$ cat src/sv/modular_power_and_divide_top_macros.svh
// Assertion macros for the modular power and divide block.
`ifndef MODULAR_POWER_AND_DIVIDE_TOP_MACROS_SVH
`define MODULAR_POWER_AND_DIVIDE_TOP_MACROS_SVH

`ifndef SYNTHESIS

// Same-cycle implication, disabled while reset is high.
`define MPD_ASSERT_SAME(lbl, clk, rst, ante, cons) \
  lbl: assert property (@(posedge clk) disable iff (rst) (ante) |-> (cons)) \
    else $error("modular_power_and_divide: check failed");

// Next-cycle implication, disabled while reset is high.
`define MPD_ASSERT_NEXT(lbl, clk, rst, ante, cons) \
  lbl: assert property (@(posedge clk) disable iff (rst) (ante) |=> (cons)) \
    else $error("modular_power_and_divide: check failed");

`else

`define MPD_ASSERT_SAME(lbl, clk, rst, ante, cons)
`define MPD_ASSERT_NEXT(lbl, clk, rst, ante, cons)

`endif

`endif

$ cat src/sv/mpd_pkg.sv
// Package with constants and types of the modular power and divide block.
`default_nettype none
package mpd_pkg;

  localparam logic [31:0] MODULUS_RESET = 32'd998244353;

  localparam logic OP_POW = 1'b0;
  localparam logic OP_DIV = 1'b1;

  typedef enum logic [5:0] {
    S_IDLE = 6'b000001,
    S_RED  = 6'b000010,
    S_STEP = 6'b000100,
    S_MA   = 6'b001000,
    S_MS   = 6'b010000,
    S_FIN  = 6'b100000
  } mpd_state_t;

endpackage
`default_nettype wire

$ cat src/sv/mpd_modmul.sv
// Bit-serial interleaved modular multiplier: prod = x * y mod m, x below m.
`default_nettype none
module mpd_modmul #(
  parameter int W = 32
) (
  input  logic         clk,
  input  logic         rst,
  input  logic         go,
  input  logic [W-1:0] x,
  input  logic [W-1:0] y,
  input  logic [W-1:0] m,
  output logic         done,
  output logic [W-1:0] prod
);

  localparam int CW = $clog2(W);

  logic          run;
  logic [CW-1:0] cnt;
  logic [W-1:0]  acc;
  logic [W-1:0]  xr;
  logic [W-1:0]  yr;
  logic [W-1:0]  mr;

  logic [W+1:0]  t;
  logic [W+1:0]  m1;
  logic [W+1:0]  m2;
  logic [W+1:0]  t1;
  logic [W+1:0]  t2;
  logic [W-1:0]  red;

  // 2*acc + bit*x stays below 3m: subtract m or 2m once.
  always_comb begin
    t   = {1'b0, acc, 1'b0} + (yr[W-1] ? {2'b00, xr} : '0);
    m1  = {2'b00, mr};
    m2  = {1'b0, mr, 1'b0};
    t1  = t - m1;
    t2  = t - m2;
    if (t >= m2) begin
      red = t2[W-1:0];
    end else if (t >= m1) begin
      red = t1[W-1:0];
    end else begin
      red = t[W-1:0];
    end
  end

  always_ff @(posedge clk) begin
    if (rst) begin
      run  <= 1'b0;
      done <= 1'b0;
      cnt  <= '0;
    end else begin
      done <= 1'b0;
      if (go) begin
        run <= 1'b1;
        cnt <= '0;
      end else if (run) begin
        cnt <= cnt + 1'b1;
        if (cnt == CW'(W - 1)) begin
          run  <= 1'b0;
          done <= 1'b1;
        end
      end
    end
  end

  always_ff @(posedge clk) begin
    if (go) begin
      acc <= '0;
      xr  <= x;
      yr  <= y;
      mr  <= m;
    end else if (run) begin
      acc <= red;
      yr  <= {yr[W-2:0], 1'b0};
    end
  end

  assign prod = acc;

endmodule
`default_nettype wire

$ cat src/sv/modular_power_and_divide_top.sv
// Top level of the modular power and divide block: sequencer around one modular multiplier.
`default_nettype none
`include "modular_power_and_divide_top_macros.svh"
// Raise a to b mod m (opcode 0) or form a * b^(m-2) mod m (opcode 1), with m
// the modulus register. Write the modulus only while busy is low and no item
// is in flight. Start an item by raising start while busy is low; busy then
// stays high until the answer appears. The answer shows on result, marked by
// done high for exactly one cycle; the receiver cannot stall it, so capture it in
// that cycle. Every product goes through one bit-serial modular multiplier
// (a launch, a step for each bit of the second factor, then a handoff), and
// each exponent bit adds a pass through the step state. An item takes one
// reduction product, then one product per set exponent bit plus a square for
// every bit below the top one, and for a divide one closing product: at most
// 2*DATA_WIDTH products. A modulus below two answers in the cycle after the
// start, with busy staying low; a divisor that is zero mod m answers after the
// reduction product alone. Both give result zero.
module modular_power_and_divide_top #(
  parameter int DATA_WIDTH = 32
) (
  input  logic                  clk,
  input  logic                  rst,
  input  logic                  start,
  output logic                  busy,
  input  logic                  opcode,
  input  logic [DATA_WIDTH-1:0] operand_a,
  input  logic [DATA_WIDTH-1:0] operand_b,
  input  logic                  modulus_we,
  input  logic [DATA_WIDTH-1:0] modulus_wdata,
  output logic                  done,
  output logic [DATA_WIDTH-1:0] result
);

  import mpd_pkg::*;

  localparam int W = DATA_WIDTH;
  localparam logic [W-1:0] MOD_RST = MODULUS_RESET[W-1:0];
  localparam logic [W-1:0] ONE     = W'(1);
  localparam logic [W-1:0] TWO     = W'(2);

  mpd_state_t   state;
  logic [W-1:0] modulus;   // configuration register
  logic [W-1:0] m_lat;     // modulus held for the item in flight
  logic         op;
  logic [W-1:0] a_lat;
  logic [W-1:0] expo;
  logic [W-1:0] base;
  logic [W-1:0] acc;

  // Multiplier launch word and returned product.
  logic         mul_go;
  logic [W-1:0] mul_x;
  logic [W-1:0] mul_y;
  logic         mul_done;
  logic [W-1:0] mul_prod;

  mpd_modmul #(.W(W)) u_mul (
    .clk  (clk),
    .rst  (rst),
    .go   (mul_go),
    .x    (mul_x),
    .y    (mul_y),
    .m    (m_lat),
    .done (mul_done),
    .prod (mul_prod)
  );

  assign busy = (state != S_IDLE);

  // Modulus register: the user must write it only while idle; the block itself does not enforce it.
  always_ff @(posedge clk) begin
    if (rst) begin
      modulus <= MOD_RST;
    end else if (modulus_we) begin
      modulus <= modulus_wdata;
    end
  end

  // Control state of the sequencer.
  always_ff @(posedge clk) begin
    if (rst) begin
      state  <= S_IDLE;
      mul_go <= 1'b0;
      done   <= 1'b0;
    end else begin
      mul_go <= 1'b0;
      done   <= 1'b0;
      case (state)
        S_IDLE: begin
          if (start) begin
            if (modulus < TWO) begin
              done <= 1'b1;          // degenerate modulus: answer zero
            end else begin
              mul_go <= 1'b1;        // reduce the base: 1 * src mod m
              state  <= S_RED;
            end
          end
        end
        S_RED: begin
          if (mul_done) begin
            if (op == OP_DIV && mul_prod == '0) begin
              done  <= 1'b1;         // divisor zero mod m: answer zero
              state <= S_IDLE;
            end else begin
              state <= S_STEP;
            end
          end
        end
        S_STEP: begin
          if (expo == '0) begin
            if (op == OP_DIV) begin
              mul_go <= 1'b1;        // close the divide: inverse * a
              state  <= S_FIN;
            end else begin
              done  <= 1'b1;
              state <= S_IDLE;
            end
          end else begin
            mul_go <= 1'b1;
            state  <= expo[0] ? S_MA : S_MS;
          end
        end
        S_MA: begin
          if (mul_done) begin
            if (expo[W-1:1] == '0) begin
              state <= S_STEP;       // no higher bits: skip the last square
            end else begin
              mul_go <= 1'b1;
              state  <= S_MS;
            end
          end
        end
        S_MS: begin
          if (mul_done) begin
            state <= S_STEP;
          end
        end
        S_FIN: begin
          if (mul_done) begin
            done  <= 1'b1;
            state <= S_IDLE;
          end
        end
        default: begin
          state <= S_IDLE;
        end
      endcase
    end
  end

  // Datapath registers: operands, multiplier inputs, exponent, base, accumulator, result.
  always_ff @(posedge clk) begin
    case (state)
      S_IDLE: begin
        if (start) begin
          op     <= opcode;
          a_lat  <= operand_a;
          m_lat  <= modulus;
          acc    <= ONE;
          result <= '0;
          mul_x  <= ONE;
          mul_y  <= (opcode == OP_DIV) ? operand_b : operand_a;
          expo   <= (opcode == OP_DIV) ? (modulus - TWO) : operand_b;
        end
      end
      S_RED: begin
        if (mul_done) begin
          base   <= mul_prod;
          result <= '0;
        end
      end
      S_STEP: begin
        if (expo == '0) begin
          result <= acc;
          mul_x  <= acc;
          mul_y  <= a_lat;
        end else if (expo[0]) begin
          mul_x <= acc;
          mul_y <= base;
        end else begin
          mul_x <= base;
          mul_y <= base;
        end
      end
      S_MA: begin
        if (mul_done) begin
          acc <= mul_prod;
          if (expo[W-1:1] == '0) begin
            expo <= '0;
          end else begin
            mul_x <= base;
            mul_y <= base;
          end
        end
      end
      S_MS: begin
        if (mul_done) begin
          base <= mul_prod;
          expo <= {1'b0, expo[W-1:1]};
        end
      end
      S_FIN: begin
        if (mul_done) begin
          result <= mul_prod;
        end
      end
      default: begin
        acc <= acc;
      end
    endcase
  end

  // Answer is reduced below the modulus of its item when that modulus is two or more.
  `MPD_ASSERT_SAME(a_result_reduced, clk, rst, done && (m_lat >= TWO), result < m_lat)
  // An accepted item makes the block busy, or answers at once, in the next cycle.
  `MPD_ASSERT_NEXT(a_accept_busy, clk, rst, start && !busy, busy || done)
  // The answer strobe comes only with the block back at rest.
  `MPD_ASSERT_SAME(a_done_idle, clk, rst, done, !busy)
  // A product returns only while the sequencer waits for one.
  `MPD_ASSERT_SAME(a_mul_wait, clk, rst, mul_done,
    (state == S_RED) || (state == S_MA) || (state == S_MS) || (state == S_FIN))

endmodule
`default_nettype wire

$ cat config.mk
export PLATFORM = sky130hd
export DESIGN_NAME = modular_power_and_divide_top
export DESIGN_NICKNAME = d
export VERILOG_FILES = /design/src/sv/mpd_pkg.sv /design/src/sv/mpd_modmul.sv /design/src/sv/modular_power_and_divide_top.sv
export VERILOG_INCLUDE_DIRS = /design/src /design/src/sv
export SDC_FILE = /design/constraint.sdc
export NUM_CORES = 1
export LEC_CHECK = 0
export BUFFER_PORTS_ARGS = -buffer_cell sky130_fd_sc_hd__buf_2
export CORE_ASPECT_RATIO = 1.25
export CORE_MARGIN = 2
export CORE_UTILIZATION = 50
export CTS_BUF_LIST = sky130_fd_sc_hd__clkbuf_4
export DETAILED_ROUTE_END_ITERATION = 8
export PLACE_DENSITY = 0.67
export SYNTH_ARGS = -nofsm -noshare
export SYNTH_HDL_FRONTEND = slang
export SYNTH_SLANG_ARGS = --single-unit
$ cat constraint.sdc
create_clock -name clk -period 13.15 [get_ports clk]
set_input_delay 1.9725 -clock clk [delete_from_list [all_inputs] [get_ports clk]]
set_output_delay 1.9725 -clock clk [all_outputs]
set_load 0.05 [all_outputs]
# ---- Word-level counts from Yosys, hierarchy flattened
# Index checks and enable logic that the tools add are counted.
dict set report word_totals {
  output_inout_bits 34
  ff_bits 432
  in_bits 101
}
dict set report op_classes {
  n_lt_le_gt_ge 3
  n_mux 58
  n_eq_ne 17
  reduce_logical 19
  n_bitwise 1
  addsub 5
}
# cell count
set op_table {}
lappend op_table {{$mux 32} 22}
lappend op_table {{$pmux 32 s3} 3}
lappend op_table {{$pmux 32 s4} 1}
lappend op_table {{$logic_not 32->1} 2}
lappend op_table {{$pmux 32 s2} 1}
lappend op_table {{$sub 32x32->32} 2}
lappend op_table {{$mux 6} 8}
lappend op_table {{$pmux 6 s6} 1}
lappend op_table {{$add 33x32->34} 1}
lappend op_table {{$ge 34x32->1} 1}
lappend op_table {{$ge 34x33->1} 1}
lappend op_table {{$lt 32x2->1 const B} 1}
lappend op_table {{$sub 32x2->32 const B} 1}
lappend op_table {{$logic_not 31->1} 1}
lappend op_table {{$mux 1} 17}
lappend op_table {{$mux 5} 2}
lappend op_table {{$ne 2x2->1 const B} 5}
lappend op_table {{$reduce_and 5->1} 2}
lappend op_table {{$ne 2x1->1 const B} 4}
lappend op_table {{$eq 6x1->1 const B} 1}
lappend op_table {{$eq 6x2->1 const B} 1}
lappend op_table {{$eq 6x3->1 const B} 1}
lappend op_table {{$eq 6x4->1 const B} 1}
lappend op_table {{$eq 6x5->1 const B} 1}
lappend op_table {{18 further kinds} 22}

# ---- Longest topological paths before layout
dict set report logic_depth {
  ltp_word 5
  ltp_mapped 26
  mapped_depth_nobuf 23
}

# ---- Cells and area by module
# From an unflattened synthesis, not the netlist that was laid out.
dict set report unflattened {
  cells_unflattened 1968
  area_unflattened_um2 22833.1
}
# mod seq_area_each_um2 instances cells_each area_per_inst_um2
set by_module_without_submodules {}
lappend by_module_without_submodules {modular_power_and_divide_top 8518.2 1 896 12668.4}
lappend by_module_without_submodules {mpd_modmul 3663.5 1 1072 10164.7}

# ---- Least setup slack after synthesis
# Ideal clock, no wire load.
dict set report synth_timing {
  path_type {input -> register}
  start {in start}
  end {reg result[0] (enable)}
  setup_time_ns 0.595
  slack_ns 5.363
  arrival_ns 7.192
  path_buffers 0
  path_stages 2
  path_cell_list {nor2_1 > a2111oi_0}
}
dict set report synth_between {
  elab_chain_cells 2
}
# item line_no
set synth_lines {}
lappend synth_lines {{start, declared} modular_power_and_divide_top.sv:22} ;# input logic start,
lappend synth_lines {{$ne 2x2->1 (no line)} --}
lappend synth_lines {{$reduce_and 5->1 (no line)} --}
lappend synth_lines {{end signal, assigned} modular_power_and_divide_top.sv:203} ;# result <= mul_prod;
lappend synth_lines {{end, declared} modular_power_and_divide_top.sv:30} ;# output logic [DATA_WIDTH-1:0] result
# Every way passes these cells.
# A chain may end at the register's enable or synchronous reset.

# ---- Final worst setup path
dict set report layout_timing {
  start {reg u_mul.yr[31]}
  end {reg u_mul.acc[0] (netlist: u_mul.prod[0])}
}
dict set report layout_between {
  elab_chain_cells 5
  elab_cells_between_ends 8
  classes_between {3 x add/sub; 2 x order compare; 3 x mux}
}
# item line_no
set layout_lines {}
lappend layout_lines {{start, declared} mpd_modmul.sv:22} ;# logic [W-1:0] yr;
lappend layout_lines {{start signal, assigned} mpd_modmul.sv:72} ;# yr <= y;
lappend layout_lines {{start signal, assigned} mpd_modmul.sv:76} ;# yr <= {yr[W-2:0], 1'b0};
lappend layout_lines {{$mux 32 *} mpd_modmul.sv:34} ;# t = {1'b0, acc, 1'b0} + (yr[W-1] ? {2'b00, xr} : '0);
lappend layout_lines {{$add 33x32->34 *} mpd_modmul.sv:34}
lappend layout_lines {{$sub 32x32->32 or $ge 34x32->1 (tied branches)} {mpd_modmul.sv:37, mpd_modmul.sv:41}}
lappend layout_lines {{$mux 32} mpd_modmul.sv:41} ;# end else if (t >= m1) begin
lappend layout_lines {{$mux 32 *} mpd_modmul.sv:39} ;# if (t >= m2) begin
lappend layout_lines {{end signal, assigned} mpd_modmul.sv:75} ;# acc <= red;
lappend layout_lines {{end, declared} mpd_modmul.sv:20} ;# logic [W-1:0] acc;
# Every way passes the cells marked *; elsewhere a longest branch is shown, timed or not.

==> flow_summary_export.csv <==
group,metric,value,unit
sta,slew_headroom,0.200,
routing,met2WireLength,32800,um
sta,rsz0062_at_grt,"false",
synthesis,ys_seq_elements,432,
cells_and_area,fin_nets,2342,
sta,setup_slack,6.40,ns
cells_and_area,area_growth,11.7,%
routing,avgRoutedWirePerCell,23.3,um
cts,root_buffer,"clkbuf_4",
sta,fin_setup_tns,0,ns
hold_path,hold_end,"u_mul.mr[1]$_DFFE_PP_",
synthesis,yosys_most_used_dff,"edfxtp_1",
placed_design,dp_slack,6.50,ns
worst_setup_path,rrSetupSlack,6.40,ns
synthesis,synthArstFlopShare,0,
floorplan,die-area,47100,sq um
cts,cts_made_buffers,104,
hold_path,whs_path_depth,0,
cts,tritoncts,"yes",
synthesis,synth.distinct_cells,88,
sta,setup-violations-final,0,
cts,worst_skew_pair.late_latency,0.87,ns
synthesis,synth_area_leader_cell,"edfxtp_1",
flow_run,max-cap-violations,0,
synthesis,synth_area,22700,sq um
synthesis,syn_inst,1969,
worst_setup_path,worstReg2RegStart,"u_mul.yr[31]$_DFFE_PP_",
floorplan,coreArea,45000,sq um
sta,hold_viol_final,0,
synthesis,synthTopCellsByCount,"edfxtp_1 (353), nor2_1 (181), a21oi_1 (128), ha_1 (98), a22o_1 (93)",
floorplan,fp-row-count,87,
routing,drc,0,
global_route,grt_start_max_net_pins,95,
synthesis,synth_mux_area_frac,0.0492,
global_route,antenna_found_initial,2,
hold_path,hp-start,"m_lat[1]$_DFFE_PP_",
synthesis,synth_nets,2171,
sta,max_slew.worst_pin.slew,1.20,ns
worst_setup_path,r2r_cells,22,
cts,h-tree-depth,3,
routing,num_vias,16900,
synthesis,yosysSeqAreaShare,0.537,
synthesis,synth_top_area_share,0.468,
worst_setup_path,crit_fanout,32,
cts,clock_sinks,432,
placed_design,hpwl,47700,um
global_route,grt_overflow,0,
cts,post-cts-setup-buffers,0,
sta,maxSlewViolCount,0,
sta,min_period,6.75,ns
synthesis,synth_edf_count,353,
worst_setup_path,crit_path_end_kind,"register",
routing,drt-met1-wl,26100,um
cells_and_area,nFillCells,3904,
routing,met3WireLength,3490,um
global_route,grt_pass1_wl,98200,um
global_route,grt_pass1_vias,16700,
global_route,globalRouteTotalUtil,0.277,
cts,ctsResizeCount,0,
worst_setup_path,required,13.92,ns
cells_and_area,drive_gt1_frac,0.180,
sta,whs,0.402,ns
routing,finalWirelength,65200,um
sta,fmax,148,MHz
floorplan,fp.dieW,194,um
placed_design,port-buffer-count,134,
cts,clockBufferDepth,3,
worst_setup_path,worstPathArrival,7.53,ns
floorplan,ioPinCount,135,
synthesis,synth_top_family_by_area,"compound AO/OA/AOI/OAI gates",
routing,viasPerCell,6.02,
synthesis,synth-simple-area-share,0.114,
synthesis,yosysMostFrequentCell,"edfxtp_1",
power_and_ir_drop,powerDensity,227,nW/um^2
floorplan,die_h,242,um
cts,cts_hold_buf,0,
worst_setup_path,critPathLaunchType,"register",
synthesis,synth_compound_area_frac,0.171,
routing,drt-initial-drc-count,1357,
synthesis,yosysWarnings,0,
routing,ant_nets,0,
routing,drtPass1Iterations,7,
hold_path,holdCritPathClass,"reg -> reg",
power_and_ir_drop,irDropWorstVdd,0.110,mV
placed_design,gp_congestion,0.937,
synthesis,yosys-top-cells-area,"edfxtp_1 (47%), dfxtp_1 (7.0%), ha_1 (5.4%)",
outcome,status,"completed",
synthesis,avgSynthCellArea,11.5,sq um
routing,highest_layer,"met4",
synthesis,synthAdderAreaFrac,0.0567,
power_and_ir_drop,p_leak,10.0,nW
synthesis,synthXorXnorAreaFrac,0.0440,
floorplan,initial_utilization,0.504,
sta,fin_crit_sh,0.513,
sta,skew,0.0641,ns
cts,path_clk_slew,0.07,ns
worst_setup_path,worst_r2r_endpoint,"u_mul.prod[0]$_SDFFE_PP0P_",
worst_setup_path,worstSetupPathType,"reg -> reg",
## stage by stage
| step | cells | total power [W] | instance area (sq um) | utilization |
|---|---|---|---|---|
| floorplan | 1969 | 0.00384 | 22700 | - |
| global route | 2801 | 0.00610 | 25300 | 0.563 |
| detailed placement | 2612 | 0.00458 | 23900 | 0.532 |
| global placement | 2612 | 0.00456 | 23900 | 0.532 |
| finish | 2801 | 0.00575 | 25300 | 0.563 |
| CTS | 2799 | 0.00575 | 25300 | 0.563 |
## per-layer routing
layer | vias up | global-route usage
met5 | - | 0
met4 | 0 | 0.141
met3 | 137 | 0.0423
met2 | 617 | 0.475
met1 | 8219 | 0.339
li1 | 7890 | -
## layout make-up
cell class                 instances  area (sq um)  area share
sequential                       432         12200       0.481
multi-input combinational       1381          9940       0.393
clock buffer                     158          1190      0.0468
timing repair buffer             154           823      0.0325
tap                              578           723      0.0286
inverter                          67           251     0.00993
clock inverter                    29           201     0.00796
antenna                            2          5.00    0.000198
## cells in the final DEF (no fill, tap or decap), types with 13 or more instances in the layout
cell type / count
clkinv_1: 21
nand2b_1: 17
clkbuf_4: 158
nor3_1: 49
inv_1: 66
a21oi_1: 127
edfxtp_1: 353
nand2_1: 87
nor4_1: 23
o21a_1: 18
mux2i_1: 66
a21o_1: 46
ha_1: 98
and2_1: 68
a221o_1: 33
nor2_1: 178
a22o_1: 93
nor2b_1: 16
buf_4: 21
nand4_1: 17
nand3_1: 16
o21bai_1: 13
a211o_1: 13
a211oi_1: 21
mux2_2: 36
xor2_1: 40
o211ai_1: 13
dfxtp_1: 77
o21ai_0: 80
xnor2_1: 74
buf_2: 133
## critical path, stage by stage (launching register included)
cell	delay, ns
edfxtp_1	0.80
and2_1	0.23
ha_1	0.18
inv_1	0.06
fa_1	0.39
nand2b_1	0.18
a21oi_1	0.20
o21ai_1	0.17
o31ai_2	0.41
a21o_1	0.20
a21oi_1	0.08
xnor2_1	0.42
ha_1	0.29
and4_1	0.23
and2_1	0.21
nand2_1	0.10
nor3_1	0.36
a41oi_2	0.29
o211ai_1	0.36
a221o_1	0.73
nor2_1	0.19
mux2_4	0.35
a211oi_2	0.20
## kinds of logic (layout without fill, tap and decap cells)
kind of cell,count (synthesis),in the layout
other,0,2
and+or+nand+nor,523,523
AOI/OAI and AO/OA,537,537
DFF,432,432
buffers and inverters,156,408
xor gates and xnor gates,114,114
adders and majority gates,101,101
muxes,106,106
## sequential cells by signal (all words and copies together), names as in the netlist
signal      cells
result         32
u_mul.mr       32
u_mul.yr       32
a_lat          32
done            1
mul_x          32
m_lat          32
u_mul.run       1
base           32
u_mul.done      1
expo           32
modulus        32
state           6
acc            32
mul_go          1
op              1
mul_y          32
u_mul.xr       32
u_mul.prod     32
u_mul.cnt       5
## worst max-delay path by stage
stage,cells past startpoint,start,to
floorplan,2,start,result[0]$_DFFE_PP_
global placement,22,u_mul.yr[31]$_DFFE_PP_,u_mul.prod[0]$_SDFFE_PP0P_
detailed placement,21,u_mul.yr[31]$_DFFE_PP_,u_mul.prod[0]$_SDFFE_PP0P_
CTS,21,u_mul.yr[31]$_DFFE_PP_,u_mul.prod[0]$_SDFFE_PP0P_
global route,21,u_mul.yr[31]$_DFFE_PP_,u_mul.prod[0]$_SDFFE_PP0P_
finish,22,u_mul.yr[31]$_DFFE_PP_,u_mul.prod[0]$_SDFFE_PP0P_
## power breakdown
| group | leakage, nW | internal (W) | switching (W) |
|---|---|---|---|
| sequential | 4.03 | 0.00171 | 0.000195 |
| clock | 0.825 | 0.000607 | 0.000541 |
| combinational | 5.19 | 0.00102 | 0.00168 |
| total | 10.0 | 0.00334 | 0.00241 |
(Power assumes the default switching activity.)
